==> src/rtl/s2a_pkg.sv <==
// shared types, constants and key map for the scan code to ascii fifo
`timescale 1ns / 1ps
package s2a_pkg;

  localparam int unsigned FifoDepthDefault = 4096;
  localparam int unsigned CountW = 12;
  localparam int unsigned CharW = 7;

  localparam logic [7:0] ScReleaseBit   = 8'h80;
  localparam logic [7:0] ScLshiftPress  = 8'h2A;
  localparam logic [7:0] ScRshiftPress  = 8'h36;
  localparam logic [7:0] ScCapsPress    = 8'h3A;
  localparam logic [7:0] ScLshiftRelease = 8'hAA;
  localparam logic [7:0] ScRshiftRelease = 8'hB6;
  localparam logic [CharW-1:0] CaseOffset = 7'd32;
  localparam logic [CharW-1:0] LowerA = 7'h61;
  localparam logic [CharW-1:0] LowerZ = 7'h7A;

  localparam logic CmdScancode = 1'b0;
  localparam logic CmdRead     = 1'b1;

  typedef struct packed {
    logic       command;
    logic [7:0] scancode;
  } in_word_t;

  typedef struct packed {
    logic [CharW-1:0]  char_out;
    logic              char_valid;
    logic              char_stored;
    logic              dropped_full;
    logic              caps_lock_on;
    logic [CountW-1:0] fifo_count;
  } out_word_t;

  typedef struct packed {
    logic             has_char;
    logic [CharW-1:0] chr;
    logic             caps;
  } dec_res_t;

  function automatic logic [CharW-1:0] key_map(input logic [6:0] code);
    logic [CharW-1:0] c;
    unique case (code)
      7'd9:  c = 7'h5F;
      7'd14: c = 7'h08;
      7'd16: c = 7'h61;
      7'd17: c = 7'h7A;
      7'd18: c = 7'h65;
      7'd19: c = 7'h72;
      7'd20: c = 7'h74;
      7'd21: c = 7'h79;
      7'd22: c = 7'h75;
      7'd23: c = 7'h69;
      7'd24: c = 7'h6F;
      7'd25: c = 7'h70;
      7'd28: c = 7'h0A;
      7'd30: c = 7'h71;
      7'd31: c = 7'h73;
      7'd32: c = 7'h64;
      7'd33: c = 7'h66;
      7'd34: c = 7'h67;
      7'd35: c = 7'h68;
      7'd36: c = 7'h6A;
      7'd37: c = 7'h6B;
      7'd38: c = 7'h6C;
      7'd39: c = 7'h6D;
      7'd44: c = 7'h77;
      7'd45: c = 7'h78;
      7'd46: c = 7'h63;
      7'd47: c = 7'h76;
      7'd48: c = 7'h62;
      7'd49: c = 7'h6E;
      7'd52: c = 7'h2F;
      7'd57: c = 7'h20;
      default: c = '0;
    endcase
    return c;
  endfunction

endpackage

==> src/rtl/s2a_dec.sv <==
// scan code decoder: shift and caps flags, key map and case folding
`timescale 1ns / 1ps
module s2a_dec (
  input  logic              clk,
  input  logic              rst,
  input  logic              en,
  input  s2a_pkg::in_word_t word,
  output s2a_pkg::dec_res_t res
);
  import s2a_pkg::*;

  logic caps, lshift, rshift;
  logic caps_next, lshift_next, rshift_next;
  logic [CharW-1:0] mapped;
  logic upper;

  always_comb begin
    caps_next   = caps;
    lshift_next = lshift;
    rshift_next = rshift;
    if (word.command == CmdScancode) begin
      if ((word.scancode & ScReleaseBit) != 8'h00) begin
        if (word.scancode == ScLshiftRelease) begin
          lshift_next = 1'b0;
        end else if (word.scancode == ScRshiftRelease) begin
          rshift_next = 1'b0;
        end
      end else begin
        if (word.scancode == ScCapsPress) begin
          caps_next = !caps;
        end else if (word.scancode == ScLshiftPress) begin
          lshift_next = 1'b1;
        end else if (word.scancode == ScRshiftPress) begin
          rshift_next = 1'b1;
        end
      end
    end
  end

  always_comb begin
    mapped = key_map(word.scancode[6:0]);
    upper  = caps_next ^ (lshift_next | rshift_next);
    res.has_char = (word.command == CmdScancode) && !word.scancode[7] && (mapped != '0);
    res.chr      = (upper && mapped >= LowerA && mapped <= LowerZ) ? mapped - CaseOffset
                                                                   : mapped;
    res.caps     = caps_next;
  end

  always_ff @(posedge clk) begin
    if (rst) begin
      caps   <= 1'b0;
      lshift <= 1'b0;
      rshift <= 1'b0;
    end else if (en) begin
      caps   <= caps_next;
      lshift <= lshift_next;
      rshift <= rshift_next;
    end
  end

endmodule

==> config.mk <==
export PLATFORM = sky130hd
export DESIGN_NAME = s2a_dec
export DESIGN_NICKNAME = d
export VERILOG_FILES = /design/src/rtl/s2a_pkg.sv /design/src/rtl/s2a_dec.sv
export SDC_FILE = /design/constraint.sdc
export NUM_CORES = 1
export LEC_CHECK = 0
export BUFFER_PORTS_ARGS = -buffer_cell sky130_fd_sc_hd__buf_2
export CORE_UTILIZATION = 55
export DETAILED_ROUTE_END_ITERATION = 12
export PLACE_DENSITY = 0.88
export SYNTH_ARGS = -nofsm -noshare
export SYNTH_HDL_FRONTEND = slang
export SYNTH_SLANG_ARGS = --single-unit
export TNS_END_PERCENT = 10
==> constraint.sdc <==
create_clock -name clk -period 4.3 [get_ports clk]
set_input_delay 1.075 -clock clk [delete_from_list [all_inputs] [get_ports clk]]
set_output_delay 1.075 -clock clk [all_outputs]
set_load 0.05 [all_outputs]
==> impl_results.md, run 1 <==
- CTS Buffer Depth: 2
- Clk root buf: clkbuf_4
- Syn Nets: between 150 and 200
- Row cnt: 15
- Dpl hpwl: 2.591 mm
- Sequential share of the synthesized area: a little under 6%
- Async set-reset flop share out of synthesis: 0%
- Chip Width: between 40 and 50 um
- Synth top area share: between 10 and 15%
- Compound-Gate Fraction of Synth Area: 27.68%
- Initial core utilization: between 50% and 60%
- Post-synth EDFFs: 0
- Mapped cell area: a little over 1000 um2
- Main synth FF type: dfxtp_1
- XOR/XNOR Fraction of Synth Area: roughly 2.6%
- Routability cong.: approximately 0.94
- Mapped Cells: 130
- TritonCTS buffer count: 3
- Pin count of the biggest net entering global routing: 23
- Syn. warnings: 0
- Synth Area in Simple Gates: 31.37%
- Fail Step: global routing (5_1_grt)
- Htree depth: 1
- Total I/O pin count: 21
- Outcome: aborted with a tool error
- Cts-stage hold buffer count: 0
- Worst Setup Slack post-DPL: -0.5484 ns
- Mux contribution to synthesized area: under 10%
- Largest family of logic cells by synthesized area: simple AND/OR/NAND/NOR gates
- Clk sinks: 3
- PortBufs: 20
- Worst ep type: output port
- Post-Synth Adder-Cell Area: 11.07%
- Avg Cell Area, Syn: between 7 and 8 um2
- #FFs+latches synth: 3
- First error: [ERROR DPL-0038] Utilization greater than 100%, impossible to legalize
- Netlist cell types: 50
- Largest area contributor in the netlist: ha_1
- Die Y: 45.01 um
- Grt repair worst endpoint: res[7]
- Top post-synthesis cells by area: ha_1 (11%), dfxtp_1 (5.9%), mux2i_1 (4.9%), inv_1 (4.4%), nor2_1 (4.1%)
==> cell families after synthesis <==
logic type               after synthesis
AND/OR/NAND/NOR                       52
AO/OA/AOI/OAI                         33
buffers and inverters                 21
multiplexers                           9
adder cells (fa/ha/maj)                9
XOR/XNOR                               3
flip-flops                             3
==> what timing repair did <==
item	4_1_cts
resized for setup	17
buffers inserted	0
endpoints found under the setup margin	3
pin swaps	4
==> synthesized netlist by cell type (3+ instances only) <==
cell type  instances
o211ai_1           3
ha_1               9
nor2b_1            5
a211oi_1           3
or2b_1             3
o21ai_0            3
a21oi_1            5
nand3_1            4
dfxtp_1            3
mux2i_1            5
and2b_1            4
nand2_1            6
nor2_1            11
and2_1             4
inv_1             12
buf_6              3
==> metrics by stage <==
step                util [%]  std cells  hold slack (ns)  setup TNS [ns]  instance area (um2)
detailed placement     83.70        202           0.4969          -1.036                 1445
floorplan                  -        130           0.4689         -0.8980                 1121
global placement       83.70        202           0.4812         -0.6903                 1445
CTS                    89.57        206           0.5387         -0.5535                 1546
==> inputs of run 2 (changes only) <==
--- a/config.mk
+++ b/config.mk
@@ -6,9 +6,10 @@
 export NUM_CORES = 1
 export LEC_CHECK = 0
 export BUFFER_PORTS_ARGS = -buffer_cell sky130_fd_sc_hd__buf_2
-export CORE_UTILIZATION = 55
+export CORE_AREA = 2 2 63 65
 export DETAILED_ROUTE_END_ITERATION = 12
-export PLACE_DENSITY = 0.88
+export DIE_AREA = 0 0 65 67
+export PLACE_DENSITY_LB_ADDON = 0.15
 export SYNTH_ARGS = -nofsm -noshare
 export SYNTH_HDL_FRONTEND = slang
 export SYNTH_SLANG_ARGS = --single-unit
==> run 2 against run 1 <==
The flow now finishes, with violations (negative setup slack). Synthesized cell count unchanged. Synthesized area unchanged.
==> impl_results.md, run 2 <==
- Htree depth: 1 (unchanged)
- Largest area contributor in the netlist: ha_1 (unchanged)
- Setup WS post-layout: -0.2105 ns
- RSZ-0062 raised after global routing: yes
- Kind of critical path: input pin to output pin
- DRT iter0 DRCs: 42
- Initial antenna violation count: 0
- Avg Cell Area, Syn: 7.825 um2 (unchanged)
- Total I/O pin count: 21 (unchanged)
- VDD IR max: approximately 0.067 mV
- Crit share post-route: 104.9%
- Chip Width: 65 um (was 45.01 um)
- Netlist cell types: 50 (unchanged)
- Initial core utilization: 28.21% (was 58.91%)
- Worst Hold Depth: 2
- Die Y: 67 um (was 45.01 um)
- Pin count of the biggest net entering global routing: 21
- Biggest regs: caps x1, lshift x1, rshift x1
- TritonCTS buffer count: 3 (unchanged)
- Worst R2R Path Depth: 3
- Placed instance area: 1504 um2 (was 1445 um2)
- #FFs+latches synth: 3 (unchanged)
- Via count: approximately 1,200
- Min-delay worst type: flip-flop to flip-flop
- Minimum clock period: between 4 and 5 ns
- Data arrival time of the worst path: between 3 and 4 ns
- Synth top cells by count: inv_1 (12), nor2_1 (11), ha_1 (9) (unchanged)
- Pre-Repair DR Iteration Count: 4
- Mapped cell area: 1017 um2 (unchanged)
- DR vias/cell: roughly 5.0
- Hold slack: 0.4941 ns
- Area occupied by multi-input gates: between 1000 and 1500 um2
- Clk root buf: clkbuf_8 (was clkbuf_4)
- Reg area: roughly 60 um2
- Die ar.: approximately 4400 um2
- Worst Setup Slack post-DPL: -0.5295 ns (was -0.5484 ns)
- Relative slew margins: about 72%
- Dpl hpwl: 2.528 mm (was 2.591 mm)
- Nets: 205
- Mapped Cells: 130 (unchanged)
- Syn Nets: 151 (unchanged)
- Total track usage: between 10% and 20%
- PwrDens: about 170 nW/um2
- Row cnt: 22 (was 15)
- Outcome: complete, but fails checks (was aborted with a tool error)
- Failing checks: negative setup slack
- Post-route cell area: 1703 um2
- Clock tree from TritonCTS: yes
- Critical path fanouts, max: 4
- Total gr overflow: 0
- CP Capture Type: output pin
- Routed WL per cell: between 10 and 15 um
- Routability cong.: 0.8899 (was 0.9447)
- Commonest non-fill, non-tap cells in the layout: buf_4 (35), buf_2 (15), nor2_1 (11)
- Worst Clk Skew: 0 ns
- CTS Buffer Depth: 2 (unchanged)
- Worst Tran Pin Value: 0.4203 ns
- Worst Setup Start Kind: input pin
- Share of cells above drive strength 1: between 50% and 60%
- First-pass GRT wire length: about 5.2 mm
- Main synth FF type: dfxtp_1 (unchanged)
- Async set-reset flop share out of synthesis: 0% (unchanged)
- Core Area: around 3600 um2
- Post-synth EDFFs: 0 (unchanged)
- F_max: between 200 and 250 MHz
- Layout fillers: about 380
- Syn. warnings: 0 (unchanged)
- Syn-to-layout area delta: 67.40%
- Post-route ant nets: 0
- Cts-stage hold buffer count: 0 (unchanged)
- Pins Over Slew Limit: 0
- Top post-synthesis cells by area: ha_1 (11%), dfxtp_1 (5.9%), mux2i_1 (4.9%), inv_1 (4.4%), nor2_1 (4.1%) (unchanged)
- Residual DRC: 0
- Tot Pwr: 285.1 uW
- PortBufs: 20 (unchanged)
- Hold Fails Final Rpt: 0
- Vias in the first global route: between 1,000 and 1,500
- Most common cell in the netlist: inv_1 (unchanged)
- Max cap viols: 0
- Clk sinks: 3 (unchanged)
- Synth top area share: 11.07% (unchanged)
- Later-pin clock latency in the skew report: ~0.21 ns
- CP required: between 3 and 4 ns
- Leakage: ~0.75 nW
- WL final: a little over 3 mm
- Ant diodes: 0
- Commonest non-fill, non-tap cell in the layout: buf_4
- Clock Pin Slew Worst Setup and Hold Paths: 0.03 ns
- Sequential share of the synthesized area: 5.904% (unchanged)
- Setup violators final: 2
## run 2: cell counts after synthesis
Identical to the previous run, type by type.
## run 2: layout make-up
cell class	instances	share of cell area (%)
Clock buffer	4	2.645
Inverter	12	3.086
Multi-Input combinational cell	106	60.32
Sequential cell	3	3.527
Tap cell	48	3.527
Timing Repair Buffer	58	26.89
## run 2: final timing paths
| kind | slack [ns] | end | startpoint |
|---|---|---|---|
| worst max-delay path | -0.21 | res[6] | word[1] |
| worst min-delay path | 0.49 | caps | caps |
| worst max register to register | 3.39 | caps | caps |
| worst min register to register | 0.49 | caps | caps |
## run 2: power by group
part           leakage (nW)  internal (mW)  switching, mW
Combinational         0.701         0.0799         0.0958
Clock                0.0228         0.0631         0.0172
Sequential           0.0244         0.0287       0.000388
## run 2: logic make-up after synthesis
logic type	count (synthesis)	share of synthesized area, %
AND/OR/NAND/NOR	52	31.36
AO/OA/AOI/OAI	33	27.68
buffers and inverters	21	12.05
multiplexers	9	9.348
adder cells (fa/ha/maj)	9	11.07
XOR/XNOR	3	2.583
flip-flops	3	5.904
## run 2: critical path: stages
cell,delay (ns)
buf_8,0.08
clkinvlp_4,0.14
buf_4,0.17
ha_1,0.28
a21bo_1,0.21
a21oi_2,0.14
and3_4,0.22
and2_4,0.16
a211oi_2,0.08
or4b_4,0.56
mux2i_4,0.15
buf_6,0.18
## run 2: repair_timing
action | CTS | global route
cloned | 0 | 0
endpoints found under the setup margin | 3 | 3
resized for setup | 16 | 19
buffers inserted | 1 | 2
pin swaps | 3 | 9
endpoints found under the hold margin | 0 | 0
## run 2: metrics by stage
stage / instances / utilization [%] / setup TNS (ns)
2_1_floorplan: 130 / - / -0.8980
3_3_place_gp: 224 / 41.71 / -0.8470
3_5_place_dp: 224 / 41.71 / -0.9647
4_1_cts: 229 / 45.18 / -0.5395
5_1_grt: 231 / 47.22 / -0.5844
6_report: 231 / 47.22 / -0.4040
## run 2: layer usage
metal | routed length [um] | global-route usage [%] | vias up
met4 | 0 | 0 | 0
met3 | 104 | 2.872 | 0
li1 | - | - | 576
met1 | 1452 | 18.67 | 548
met2 | 1528 | 28.22 | 27
met5 | 0 | 0 | -
Power figures use the tool's default switching activity.
==> inputs of run 3 (changes only) <==
--- a/config.mk
+++ b/config.mk
@@ -5,11 +5,13 @@
 export SDC_FILE = /design/constraint.sdc
 export NUM_CORES = 1
 export LEC_CHECK = 0
-export BUFFER_PORTS_ARGS = -buffer_cell sky130_fd_sc_hd__buf_2
 export CORE_AREA = 2 2 63 65
 export DETAILED_ROUTE_END_ITERATION = 12
 export DIE_AREA = 0 0 65 67
+export DONT_BUFFER_PORTS = 1
+export MAX_ROUTING_LAYER = met4
 export PLACE_DENSITY_LB_ADDON = 0.15
+export REMOVE_ABC_BUFFERS = 1
 export SYNTH_ARGS = -nofsm -noshare
 export SYNTH_HDL_FRONTEND = slang
 export SYNTH_SLANG_ARGS = --single-unit
==> run 3 against run 2 <==
The run still ends with negative setup slack left. Sequential power about the same. Power is 20% lower. Combinational power fell by 32%. Global-route usage shrank 1.7 points. Non-clock buffer count is 33 lower. First-iteration DRC count is 9.5% lower. Routed wire length shrank 13%. Cell area fell by 22%. Register-to-register slack improved by 0.10 ns. Core utilization is 11 points lower. Fmax grew 4.2%. Critical path type unchanged. Largest power group unchanged. Highest routed layer is now met4.
==> impl_results.md, run 3 (same netlist as run 2, synthesis figures left out) <==
- Outcome: complete, but fails checks (unchanged)
- Failing checks: negative setup slack (unchanged)
- Leakage: 0.5574 nW (was 0.7477 nW)
- Routability cong.: 0.7683 (was 0.8899)
- Buf+Inv Stages, Crit Path: 3 (was 4)
- PortBufs: 0 (was 20)
- Most used cell, CP: buf_4
- Die Y: 67 um (unchanged)
- Dpl hpwl: 2.103 mm (was 2.528 mm)
- Worst Setup Start Kind: input pin (unchanged)
- Share of cells above drive strength 1: 36.00% (was 55.19%)
- First-pass GRT wire length: 4.436 mm (was 5.154 mm)
- DRT iter0 DRCs: 38 (was 42)
- Syn-to-layout area delta: 30.14% (was 67.40%)
- Setup TNS: -0.02683 ns (was -0.4040 ns)
- Residual DRC: 0 (unchanged)
- Placed cells: 192 (was 224)
- Placed instance area: 1177 um2 (was 1504 um2)
- Pins Over Slew Limit: 0 (unchanged)
- Later-pin clock latency in the skew report: 0.21 ns (about the same)
- Initial antenna violation count: 0 (unchanged)
- Nets: 172 (was 205)
- Routed WL per cell: 13.49 um (was 13.35 um)
- Pin count of the biggest net entering global routing: 25 (was 21)
- Die ar.: 4355 um2 (unchanged)
- Crit share post-route: 100.6% (was 104.9%)
- Total I/O pin count: 21 (unchanged)
- Worst Clk Skew: 0 ns (unchanged)
- Data arrival time of the worst path: 3.25 ns (was 3.44 ns)
- Total gr overflow: 0 (unchanged)
- Setup WS post-layout: -0.02683 ns (was -0.2105 ns)
- Critical Path Slowest Stage Cell: or4b_1 (was or4b_4)
- Top delay family on crit path: simple AND/OR/NAND/NOR gates (unchanged)
- CTS Buffer Depth: 2 (unchanged)
- Worst path cell trace: clkinvlp_4, ha_4, mux2_1, a21oi_2, a221oi_2, buf_4, nor2_1, a211oi_2, or4b_1, mux2i_1, buf_4 (was buf_8, clkinvlp_4, buf_4, ha_1, a21bo_1, a21oi_2, and3_4, and2_4, a211oi_2, or4b_4, mux2i_4, buf_6)
- RSZ-0062 raised after global routing: yes (unchanged)
- Htree depth: 1 (unchanged)
- Initial core utilization: 28.21% (unchanged)
- Commonest non-fill, non-tap cells in the layout: buf_4 (24), nor2_1 (11), inv_1 (10) (was buf_4 (35), buf_2 (15), nor2_1 (11))
- Clk sinks: 3 (unchanged)
- Post-route ant nets: 0 (unchanged)
- Total track usage: 13.35% (was 15.01%)
- WHS Endpoint: caps (unchanged)
- Kind of critical path: input pin to output pin (unchanged)
- Chip Width: 65 um (unchanged)
- Cts-stage hold buffer count: 0 (unchanged)
- Post-route cell area: 1324 um2 (was 1703 um2)
- Setup violators final: 1 (was 2)
- Tot Pwr: 228.5 uW (was 285.1 uW)
- Relative slew margins: 72.11% (was 71.81%)
- Critical path origin: word[1] (unchanged)
- Finished Layout Cells: 198 (was 231)
- R2R Setup Slk: 3.49 ns (was 3.39 ns)
- Worst flop-to-flop path endpoint: rshift (was caps)
- Worst R2R Path Depth: 3 (unchanged)
- CP required: 3.22 ns (about the same)
- F_max: 231.1 MHz (was 221.7 MHz)
- VDD IR max: 0.1969 mV (was 0.06736 mV)
- Worst Tran Pin Value: 0.4179 ns (was 0.4203 ns)
- Clock Pin Slew Worst Setup and Hold Paths: 0.03 ns (about the same)
- Clock tree from TritonCTS: yes (unchanged)
- Pre-Repair DR Iteration Count: 4 (unchanged)
- Biggest regs: caps x1, lshift x1, rshift x1 (unchanged)
- FF-to-FF Start: rshift (was caps)
- Clk root buf: clkbuf_8 (unchanged)
- Core Area: 3606 um2 (unchanged)
- Ant diodes: 0 (unchanged)
- Worst Setup Slack post-DPL: -0.1227 ns (was -0.5295 ns)
- Slowest cell delay on critical path: 0.51 ns (was 0.56 ns)
- Row cnt: 22 (unchanged)
- Max cap viols: 0 (unchanged)
- Commonest non-fill, non-tap cell in the layout: buf_4 (unchanged)
- TritonCTS buffer count: 3 (unchanged)
- Hold Crit Start: caps (unchanged)
- Via count: 986 (was 1,151)
- Critical path fanouts, max: 9 (was 4)
- WL final: 2.672 mm (was 3.084 mm)
- CP Capture Type: output pin (unchanged)
- Hold Fails Final Rpt: 0 (unchanged)
- PwrDens: 172.6 nW/um2 (was 167.4 nW/um2)
- Minimum clock period: 4.327 ns (was 4.511 ns)
- Worst Hold Depth: 2 (unchanged)
- DR vias/cell: 4.980 (was 4.983)
- Vias in the first global route: 973 (was 1,136)
- Min-delay worst type: flip-flop to flip-flop (unchanged)
- Layout fillers: 396 (was 375)
==> run 3: metrics by stage <==
step / util [%] / hold WS [ns]
global placement: 32.65 / 0.4845
detailed placement: 32.65 / 0.4913
CTS: 36.40 / 0.4936
global route: 36.71 / 0.5276
floorplan: - / 0.4689
finish: 36.71 / 0.4918
==> run 3: worst register-to-register path: cells and delay by family, from the launching register on <==
kind | cells | cell delay, ns
DFF | 1 | 0.32
muxes | 2 | 0.36
and+or+nand+nor | 1 | 0.07
==> run 3: timing repair <==
item / 4_1_cts / 5_1_grt
endpoints found under the hold margin: 0 / 0
pin swaps: 5 / 0
setup buffers: 2 / 0
resized for setup: 16 / 3
setup endpoints to repair: 2 / 2
==> run 3: worst max-delay path by stage <==
stage	end	slack (ns)	depth (start not counted)
detailed placement	res[7]	-0.12	12
CTS	res[6]	-0.03	11
global placement	res[7]	-0.14	10
finish	res[6]	-0.03	11
floorplan	res[7]	-1.0	9
global route	res[6]	-0.14	11
==> run 3: layout make-up <==
type / instances / area [um2] / share of cell area, %
Clock buffer: 4 / 45.04 / 3.403
Inverter: 12 / 52.55 / 3.970
Multi-Input combinational cell: 106 / 914.6 / 69.09
Sequential cell: 3 / 60.06 / 4.537
Tap cell: 48 / 60.06 / 4.537
Timing Repair Buffer: 25 / 191.4 / 14.46
==> run 3: report_power, final <==
group | internal, mW | leakage, nW | switching [mW] | total (mW)
clock network | 0.0631 | 0.0228 | 0.0173 | 0.0805
registers | 0.0287 | 0.0244 | 0.000395 | 0.0291
logic | 0.0540 | 0.510 | 0.0650 | 0.119
total | 0.146 | 0.557 | 0.0828 | 0.229
==> run 3: layer usage <==
metal	wire length, um	vias up	part of all wire, %	track usage, %
met3	94	2	3.5	1.014
met4	14	0	0.52	3.191
met1	1200	460	45	16.45
met5	0	-	0	-
li1	-	509	-	-
met2	1362	15	51	23.71
==> inputs of run 4 (changes only) <==
--- a/config.mk
+++ b/config.mk
@@ -10,7 +10,7 @@
 export DIE_AREA = 0 0 65 67
 export DONT_BUFFER_PORTS = 1
 export MAX_ROUTING_LAYER = met4
-export PLACE_DENSITY_LB_ADDON = 0.15
+export PLACE_DENSITY_LB_ADDON = 0.1
 export REMOVE_ABC_BUFFERS = 1
 export SYNTH_ARGS = -nofsm -noshare
 export SYNTH_HDL_FRONTEND = slang
==> run 4 against run 3 <==
The flow still finishes with violations (negative setup slack). Sequential share of layout area decreased by 0.28 points. Cell count increased by 3.5%. Global-route usage increased by 2.1 points. Via count increased by 4.7%. Largest power group unchanged. Highest routed layer unchanged.
==> impl_results.md, run 4 (same netlist as run 2, synthesis figures left out) <==
- PwrDens: 170.4 nW/um2 (was 172.6 nW/um2)
- Finished Layout Cells: 205 (was 198)
- Die Y: 67 um (unchanged)
- Grt peak-use layer: met2 (unchanged)
- Failing checks: negative setup slack (unchanged)
- CP Capture Type: output pin (unchanged)
- RSZ-0062 raised after global routing: yes (unchanged)
- R2R Setup Slk: 3.49 ns (about the same)
- Worst Tran Pin Value: 0.4227 ns (was 0.4179 ns)
- Ant diodes: 0 (unchanged)
- Relative slew margins: 71.79% (was 72.11%)
- Minimum clock period: 4.319 ns (was 4.327 ns)
- Via count: 1,032 (was 986)
- Total I/O pin count: 21 (unchanged)
- Share of cells above drive strength 1: 42.68% (was 36.00%)
- Setup WS post-layout: -0.01887 ns (was -0.02683 ns)
- Fin util: 39.14% (was 36.71%)
- DRT iter0 DRCs: 81 (was 38)
- Cts-stage hold buffer count: 0 (unchanged)
- Total stage count of the critical path: 12 (was 11)
- Setup violators final: 1 (unchanged)
- Min-delay worst type: flip-flop to flip-flop (unchanged)
- Buf+Inv Stages, Crit Path: 4 (was 3)
- TritonCTS buffer count: 3 (unchanged)
- Slowest cell delay on critical path: 0.50 ns (was 0.51 ns)
- Worst path cell trace: clkinvlp_4, ha_4, buf_4, mux2_1, a21oi_2, a221oi_2, buf_4, nand3_1, a211oi_2, or4b_1, mux2i_1, buf_4 (was clkinvlp_4, ha_4, mux2_1, a21oi_2, a221oi_2, buf_4, nor2_1, a211oi_2, or4b_1, mux2i_1, buf_4)
- Vias in the first global route: 1,054 (was 973)
- Pre-Repair DR Iteration Count: 4 (unchanged)
- Critical path origin: word[1] (unchanged)
- Hold Fails Final Rpt: 0 (unchanged)
- Leakage: 0.5996 nW (was 0.5574 nW)
- Clock tree from TritonCTS: yes (unchanged)
- Syn-to-layout area delta: 38.74% (was 30.14%)
- Crit share post-route: 100.4% (was 100.6%)
- First-pass GRT wire length: 5.181 mm (was 4.436 mm)
- Nets: 179 (was 172)
- Initial antenna violation count: 0 (unchanged)
- Chip Width: 65 um (unchanged)
- GR Util met1: 18.78% (was 16.45%)
- Die ar.: 4355 um2 (unchanged)
- Post-route ant nets: 0 (unchanged)
- Later-pin clock latency in the skew report: 0.21 ns (about the same)
- Worst Setup Slack post-DPL: -0.1160 ns (was -0.1227 ns)
- Clk root buf: clkbuf_8 (unchanged)
- PortBufs: 0 (unchanged)
- Met2 Use GR: 27.19% (was 23.71%)
- Worst R2R Path Depth: 3 (unchanged)
- Worst Hold Depth: 2 (unchanged)
- F_max: 231.5 MHz (was 231.1 MHz)
- Routed WL per cell: 15.07 um (was 13.49 um)
- Most used cell, CP: buf_4 (unchanged)
- Setup crit end: res[6] (unchanged)
- Pin count of the biggest net entering global routing: 25 (unchanged)
- Kind of critical path: input pin to output pin (unchanged)
- Commonest non-fill, non-tap cells in the layout: buf_4 (30), nor2_1 (11), inv_1 (10) (was buf_4 (24), nor2_1 (11), inv_1 (10))
- Worst flop-to-flop path endpoint: lshift (was rshift)
- Data arrival time of the worst path: 3.24 ns (was 3.25 ns)
- Post-route cell area: 1411 um2 (was 1324 um2)
- WL final: 3.090 mm (was 2.672 mm)
- Initial core utilization: 28.21% (unchanged)
- Row cnt: 22 (unchanged)
- Core Area: 3606 um2 (unchanged)
- Pins Over Slew Limit: 0 (unchanged)
- Clock Pin Slew Worst Setup and Hold Paths: 0.03 ns (about the same)
- Worst Clk Skew: 0 ns (unchanged)
- Htree depth: 1 (unchanged)
- CP required: 3.22 ns (about the same)
- Total gr overflow: 0 (unchanged)
- FF-to-FF Start: lshift (was rshift)
- Residual DRC: 0 (unchanged)
- VDD IR max: 0.1599 mV (was 0.1969 mV)
- Critical Path Slowest Stage Cell: or4b_1 (unchanged)
- Total track usage: 15.44% (was 13.35%)
- Clk sinks: 3 (unchanged)
- Placed instance area: 1222 um2 (was 1177 um2)
- Dpl hpwl: 2.287 mm (was 2.103 mm)
- Top delay family on crit path: buffers and inverters (was simple AND/OR/NAND/NOR gates)
- Max cap viols: 0 (unchanged)
- Critical path fanouts, max: 9 (unchanged)
- DR vias/cell: 5.034 (was 4.980)
- Placed cells: 198 (was 192)
- Worst Setup Start Kind: input pin (unchanged)
- Commonest non-fill, non-tap cell in the layout: buf_4 (unchanged)
- CTS Buffer Depth: 2 (unchanged)
- Tot Pwr: 240.5 uW (was 228.5 uW)
- M3 GR Usage: 1.520% (was 1.014%)
- Outcome: complete, but fails checks (unchanged)
- Routability cong.: 0.7945 (was 0.7683)
- Biggest regs: caps x1, lshift x1, rshift x1 (unchanged)
-- run 4: where the power goes --
part           switching [mW]  total (mW)  internal, mW
clock network          0.0166      0.0796        0.0630
logic                  0.0696       0.132        0.0622
registers            0.000378      0.0291        0.0287
total                  0.0866       0.240         0.154
-- run 4: timing repair --
| item | CTS | global route |
|---|---|---|
| gates resized for setup | 20 | 8 |
| pin swaps | 6 | 6 |
| endpoints found under the setup margin | 2 | 2 |
| setup buffers | 3 | 0 |
-- run 4: tightest hold or removal path, delay by kind of cell (launching register included) --
kind / cells / cell delay, ns
flip-flops: 1 / 0.31
AO/OA/AOI/OAI: 1 / 0.05
AND/OR/NAND/NOR: 1 / 0.08
-- run 4: per-stage QoR --
stage | setup TNS (ns) | hold slack (ns)
final | -0.01887 | 0.4926
after global routing | -0.2987 | 0.5380
after CTS | -0.02367 | 0.4906
after detailed placement | -0.2132 | 0.4877
after global placement | -0.3034 | 0.4807
after floorplan | -2.855 | 0.4689
-- run 4: area by class of cell --
cell class | instances | area, um2
Fill cell | 379 | 2195
Sequential cell | 3 | 60.06
Tap cell | 48 | 60.06
Inverter | 12 | 52.55
Clock buffer | 4 | 45.04
Timing Repair Buffer | 32 | 247.7
Multi-Input combinational cell | 106 | 945.9
-- run 4: worst min path at each step --
| stage | from | endpoint |
|---|---|---|
| 2_1_floorplan | caps | caps |
| 3_3_place_gp | caps | caps |
| 3_5_place_dp | caps | caps |
| 4_1_cts | caps | caps |
| 5_1_grt | caps | caps |
| 6_report | caps | caps |
-- run 4: metal layers --
layer	routed length, um	part of all wire [%]
met1	1401	45
met2	1558	50
met3	93	3.0
met4	37	1.2
met5	0	0
